$ cat src/rtl/core/esc_pkg.sv
// ----------------------------------------------------------------------------
// esc_pkg
// Shared types, constants and helper functions of the sensor compensation core.
// ----------------------------------------------------------------------------
package esc_pkg;

	localparam int unsigned CfgIdxW  = 3;
	localparam int unsigned CfgDataW = 64;

	localparam logic [CfgIdxW-1:0] CFG_TEMP   = 3'd0;
	localparam logic [CfgIdxW-1:0] CFG_PRES_A = 3'd1;
	localparam logic [CfgIdxW-1:0] CFG_PRES_B = 3'd2;
	localparam logic [CfgIdxW-1:0] CFG_PRES_C = 3'd3;
	localparam logic [CfgIdxW-1:0] CFG_HUM    = 3'd4;

	localparam logic [1:0] FUNC_TEMP = 2'd0;
	localparam logic [1:0] FUNC_PRES = 2'd1;
	localparam logic [1:0] FUNC_HUM  = 2'd2;
	localparam logic [1:0] FUNC_NONE = 2'd3;

	localparam logic [31:0] HUM_MAX = 32'd419430400;

	typedef enum logic [5:0] {
		S_NOP,
		S_NONE,
		S_T0, S_T1, S_T2, S_T3, S_T4,
		S_P0, S_P1, S_P2, S_P3, S_P4, S_P5, S_P6, S_P7, S_P8,
		S_P9, S_P10, S_P11, S_P12, S_P13, S_P14, S_P15, S_P16,
		S_H0, S_H1, S_H2, S_H3, S_H4, S_H5, S_H6, S_H7, S_H8,
		S_H9, S_H10, S_H11, S_H12
	} step_t;

	typedef struct packed {
		step_t step;
		logic  in_load;
		logic  out_load;
	} esc_cmd_t;

	typedef struct packed {
		logic div_busy;
		logic v1_zero;
	} esc_sts_t;

	function automatic logic [31:0] asr(input logic [31:0] v, input logic [4:0] s);
		asr = 32'($signed(v) >>> s);
	endfunction

	function automatic logic [31:0] mul(input logic [31:0] a, input logic [31:0] b);
		logic [63:0] p;
		p = a * b;
		mul = p[31:0];
	endfunction

endpackage

$ cat src/rtl/core/esc_ctrl.sv
// ----------------------------------------------------------------------------
// esc_ctrl
// Sequencer that steps the datapath through one compensation formula.
// ----------------------------------------------------------------------------
module esc_ctrl (
	input  logic             clk,
	input  logic             arst_n,
	input  logic             in_valid,
	output logic             in_stall,
	input  logic [1:0]       func,
	output logic             out_valid,
	input  logic             out_stall,
	output esc_pkg::esc_cmd_t cmd,
	input  esc_pkg::esc_sts_t sts
);
	import esc_pkg::*;

	typedef enum logic [1:0] {ST_IDLE, ST_RUN, ST_DIV, ST_PUSH} state_t;

	state_t state_q;
	step_t  step_q;
	logic   out_valid_q;
	logic   in_acc;
	logic   out_free;
	step_t  step_nxt;
	logic   last_step;

	assign in_stall  = (state_q != ST_IDLE);
	assign in_acc    = in_valid && !in_stall;
	assign out_valid = out_valid_q;
	assign out_free  = !out_valid_q || !out_stall;

	always_comb begin
		last_step = 1'b0;
		step_nxt  = S_NOP;
		case (step_q)
			S_T0:  step_nxt = S_T1;
			S_T1:  step_nxt = S_T2;
			S_T2:  step_nxt = S_T3;
			S_T3:  step_nxt = S_T4;
			S_P0:  step_nxt = S_P1;
			S_P1:  step_nxt = S_P2;
			S_P2:  step_nxt = S_P3;
			S_P3:  step_nxt = S_P4;
			S_P4:  step_nxt = S_P5;
			S_P5:  step_nxt = S_P6;
			S_P6:  step_nxt = S_P7;
			S_P7:  step_nxt = S_P8;
			S_P8:  step_nxt = S_P9;
			S_P9:  step_nxt = S_P10;
			S_P10: begin
				if (sts.v1_zero) begin
					last_step = 1'b1;
				end else begin
					step_nxt = S_P11;
				end
			end
			S_P11: step_nxt = S_P12;
			S_P12: step_nxt = S_P13;
			S_P13: step_nxt = S_P14;
			S_P14: step_nxt = S_P15;
			S_P15: step_nxt = S_P16;
			S_H0:  step_nxt = S_H1;
			S_H1:  step_nxt = S_H2;
			S_H2:  step_nxt = S_H3;
			S_H3:  step_nxt = S_H4;
			S_H4:  step_nxt = S_H5;
			S_H5:  step_nxt = S_H6;
			S_H6:  step_nxt = S_H7;
			S_H7:  step_nxt = S_H8;
			S_H8:  step_nxt = S_H9;
			S_H9:  step_nxt = S_H10;
			S_H10: step_nxt = S_H11;
			S_H11: step_nxt = S_H12;
			default: last_step = 1'b1;
		endcase
	end

	always_comb begin
		cmd.step     = (state_q == ST_RUN) ? step_q : S_NOP;
		cmd.in_load  = in_acc;
		cmd.out_load = (state_q == ST_PUSH) && out_free;
	end

	always_ff @(posedge clk or negedge arst_n) begin
		if (!arst_n) begin
			state_q     <= ST_IDLE;
			step_q      <= S_NOP;
			out_valid_q <= 1'b0;
		end else begin
			if (cmd.out_load) begin
				out_valid_q <= 1'b1;
			end else if (out_valid_q && !out_stall) begin
				out_valid_q <= 1'b0;
			end
			case (state_q)
				ST_IDLE: begin
					if (in_acc) begin
						state_q <= ST_RUN;
						case (func)
							FUNC_TEMP: step_q <= S_T0;
							FUNC_PRES: step_q <= S_P0;
							FUNC_HUM:  step_q <= S_H0;
							default:   step_q <= S_NONE;
						endcase
					end
				end
				ST_RUN: begin
					if (last_step) begin
						state_q <= ST_PUSH;
					end else if (step_q == S_P11) begin
						state_q <= ST_DIV;
						step_q  <= step_nxt;
					end else begin
						step_q <= step_nxt;
					end
				end
				ST_DIV: begin
					if (!sts.div_busy) begin
						state_q <= ST_RUN;
					end
				end
				ST_PUSH: begin
					if (out_free) begin
						state_q <= ST_IDLE;
					end
				end
				default: state_q <= ST_IDLE;
			endcase
		end
	end

	// An accepted transaction always starts a formula.
	a_start: assert property (@(posedge clk) disable iff (!arst_n)
		in_acc |=> state_q == ST_RUN)
		else $error("accepted transaction did not start");

	// The result register is never overwritten while a transaction waits in it.
	a_no_overwrite: assert property (@(posedge clk) disable iff (!arst_n)
		cmd.out_load |-> (!out_valid_q || !out_stall))
		else $error("pending result overwritten");

	// The divider wait is only entered right after the divider start step.
	a_div_entry: assert property (@(posedge clk) disable iff (!arst_n)
		$rose(state_q == ST_DIV) |-> $past(step_q) == S_P11)
		else $error("divider wait entered from wrong step");

endmodule

$ cat config.mk
export PLATFORM = sky130hd
export DESIGN_NAME = esc_ctrl
export DESIGN_NICKNAME = d
export VERILOG_FILES = /design/src/rtl/core/esc_pkg.sv /design/src/rtl/core/esc_ctrl.sv
export SDC_FILE = /design/constraint.sdc
export NUM_CORES = 1
export LEC_CHECK = 0
export ABC_CLOCK_PERIOD_IN_PS = 2500
export BUFFER_PORTS_ARGS = -buffer_cell sky130_fd_sc_hd__buf_2
export CORE_ASPECT_RATIO = 1.1
export CORE_UTILIZATION = 35
export DETAILED_ROUTE_END_ITERATION = 12
export SYNTH_ARGS = -nofsm -noshare
export SYNTH_HDL_FRONTEND = slang
export SYNTH_SLANG_ARGS = --single-unit
$ cat constraint.sdc
create_clock -name clk -period 2.5 [get_ports clk]
set_clock_uncertainty 0.15 [all_clocks]
set_input_delay 0.25 -clock clk [delete_from_list [all_inputs] [get_ports clk]]
set_output_delay 0.25 -clock clk [all_outputs]
set_load 0.02 [all_outputs]
==> results.md <==
- Total CTS buffers: 3
- Via/cell ratio: 5.528
- Vias in the first global route: 771
- Post-DRT Antenna Nets: 0
- Cell variety after synth: 44
- Power Density: 1577 mW/mm^2
- Status: complete, no violations
- First-pass DRT Iterations: 4
- Fin. Hold Viols: 0
- Residual DRC: 0
- CP Launch Type: register
- Yosys Warn Count: 0
- Compound-Gate Fraction of Synth Area: 0.2968
- Pin count of the biggest net entering global routing: 14
- Fraction of layout cells with a size suffix above 1: 0.2558
- Grt met3 use: 0.02500
- Multiplexer area fraction after synthesis: 0.03938
- CTS tree: done
- Sw Ratio: 0.5256
- Via count: 879
- NumNets Final: 138
- Layout overhead on the synthesized area: 15.19%
- Clock root cell: clkbuf_4
- Int Power: 0.7667 mW
- Required @ worst endpoint: 2.49 ns
- Overflow after GRT: 0
- Largest family of logic cells by synthesized area: simple AND/OR/NAND/NOR gates
- Slew @ Worst Pin: 0.6586 ns
- Post-synth EDFFs: 0
- Met1 Use GR: 0.2321
- Comb power frac: 0.695
- Post-synth top area share: 0.2532
- Clock Path Buffers: 2
- Post-Synth Adder-Cell Area: 0
- FMAX: 452.3 MHz
- # IOs: 18
- Final Cycle Share: 0.8843
- Leading post-synthesis cells by cell area: dfrtp_1 25%, nor2_1 5.5%, o21ai_0 4.5%
- Crit. End Element: register
- Setup-failing EPs final: 0
- Leak: 0.4713 nW
- Multi-input logic area: 588.1 sq um
- Synth Register Bits: 9
- Setup_tns: 0 ns
- Crit path arrival time: 2.21 ns
- Total Power: 1.616 mW
- Iteration-0 DRC Markers: 19
- Clock latency on the worst-skew pair: 0.26 ns
- RSZ-0062 raised after global routing: false
- Antenna violations before repair: 0
- Ant. Diodes: 0
- GRT Total Usage: 0.1848
- Clock slew at the register clock pins of the worst setup and hold paths: 0.06 ns
- Placed cell area: 988.4 sq um
- P_sw: 0.8495 mW
- Cells along the critical path: or4b_4 > nor4_4 > nor2_2 > a31oi_4 > mux2_4
- Post-synthesis net count: 122
- RePlAce Congestion: 0.8327
- Slew headroom: 0.5553
- Cells after Synth: 114
- Crit path time final: 2.211 ns
- Num rows: 18
- Detailed-route wire length per cell: 13.89 um
- Port bufs: 17
- Simple-gate area share of the yosys netlist: 0.3150
- Clock network power share: 0.069
- Post-DP HPWL: 1721 um
- Asr flop ratio synth: 1.000
- Sequential fraction of the synthesis area: 0.2532
- Critical path's largest stage delay: 0.61 ns
- M2 GR Usage: 0.3156
- Kind of critical path: reg2reg
- Number of fillers in the final layout: 241
- Slowest cell on the critical path: or4b_4
- Final Cell Area: 0.001025 sq mm
- Initial Utilization: 0.3835
- XOR/XNOR Fraction of Synth Area: 0.009845
- Core Box Area: 0.002320 sq mm
- Die area: 0.002748 sq mm
- Hold Crit Class: in2reg
- Register share of total power: 0.236
- Clock Sinks: 9
- Reg area: 225.2 sq um
- GRT Max-Usage Layer: met2
- Htree depth: 1
- Top FF cell, synth: dfrtp_1
- Worst IR Drop VDD: 0.6917 mV
- Cell Area, Synth: 889.6 sq um
- CP max FO: 13
- Synth Area per Inst: 7.804 sq um
- Synth area leader: dfrtp_1
- Final Max Slew Viols: 0
- Max-Cap Viols: 0
- First-pass GRT wire length: 3643 um
- Die X: 50.07 um
- Die H: 54.88 um
- Final wirelength: 2208 um
## flip-flops by register name, indices dropped and copies added (netlist names)
signal and count:
out_valid 1, step_q 6, state_q 2
## power by group through the flow
stage | Sequential [mW] | Combinational (mW) | Clock, mW
detailed placement | 0.381 | 1.12 | 0
floorplan | 0.269 | 0.974 | 0
global route | 0.400 | 1.23 | 0.128
CTS | 0.378 | 1.12 | 0.118
global placement | 0.377 | 1.12 | 0
finish | 0.381 | 1.12 | 0.111
## cells in the mapped netlist, drive strengths merged, types with 2 or more instances
cell and n:
a31oi 2, clkbuf 3, nor2 14, a21oi 5, a21o 2, and2 4
o211a 2, o211ai 2, dfrtp 9, nand2 8, a32oi 2, nand3b 3
or2 2, buf 8, a211oi 3, nor3b 3, inv 6, mux2i 2
o21ai 9, nor2b 4, nand3 3
## per-stage QoR
step                      cells  setup slack (ns)    util  hold WS (ns)
after detailed placement    154            0.3192  0.4261      -0.03036
after CTS                   159            0.2950  0.4417       0.05469
after global placement      154            0.3490  0.4261      -0.03430
after floorplan             114            0.5308       -       -0.1956
final                       159            0.2892  0.4417       0.05889
after global routing        159            0.2125  0.4417       0.09371
## cells by family after synthesis
family          count (synthesis)
flops                           9
xor+xnor                        1
buf+inv                        17
simple gates                   49
mux                             3
compound gates                 35
## final cells by class
class                      count  area share
clock buffer                   4     0.02564
sequential                     9      0.2198
tap                           30     0.03663
inverter                       6     0.02198
multi-input combinational     88      0.5739
timing repair buffer          22      0.1221
## cell usage in the layout, fill, tap and decap left out, types with 2 or more instances in the layout
| cell | n |
|---|---|
| nand3b_1 | 3 |
| buf_2 | 17 |
| buf_4 | 4 |
| nor2b_1 | 4 |
| o211a_1 | 2 |
| nor2_1 | 13 |
| a21o_1 | 2 |
| nand2_1 | 8 |
| nand3_1 | 3 |
| a32oi_1 | 2 |
| a21oi_1 | 5 |
| a211oi_1 | 3 |
| mux2i_1 | 2 |
| inv_1 | 6 |
| nor3b_1 | 3 |
| and2_1 | 4 |
| o21ai_0 | 8 |
| dfrtp_1 | 9 |
| o211ai_1 | 2 |
| clkbuf_4 | 3 |
## metal layers
metal  part of all wire  vias to the layer above
met5                  0                        -
met3              0.025                        4
met4              0.016                        0
li1                   -                      443
met2               0.49                       19
met1               0.47                      413
## worst max-delay path, delay by kind of cell (launching register included)
kind,cells,cell delay (ns)
compound gates,1,0.21
flops,1,0.51
mux,1,0.31
simple gates,3,0.90
## what timing repair did
action	4_1_cts	5_1_grt
hold buffers	1	0
buffers inserted	0	0
hold endpoints to repair	9	0
gates resized for setup	0	0
## path summary, 6_finish.rpt
kind                                             from                     to  slack [ns]  cells after the start
worst max-delay path            step_q[2]$_DFFE_PN0P_  step_q[3]$_DFFE_PN0P_        0.29                      5
worst min-delay path                        out_stall  out_valid$_DFFE_PN0P_        0.06                      3
worst max register to register  step_q[2]$_DFFE_PN0P_  step_q[3]$_DFFE_PN0P_        0.29                      5
worst min register to register  out_valid$_DFFE_PN0P_  out_valid$_DFFE_PN0P_        0.37                      2
max in group asynchronous                      arst_n  out_valid$_DFFE_PN0P_        1.80                      2
min in group asynchronous                      arst_n  step_q[4]$_DFFE_PN0P_        0.22                      2
No activity file was read; power rests on OpenSTA's default activity.
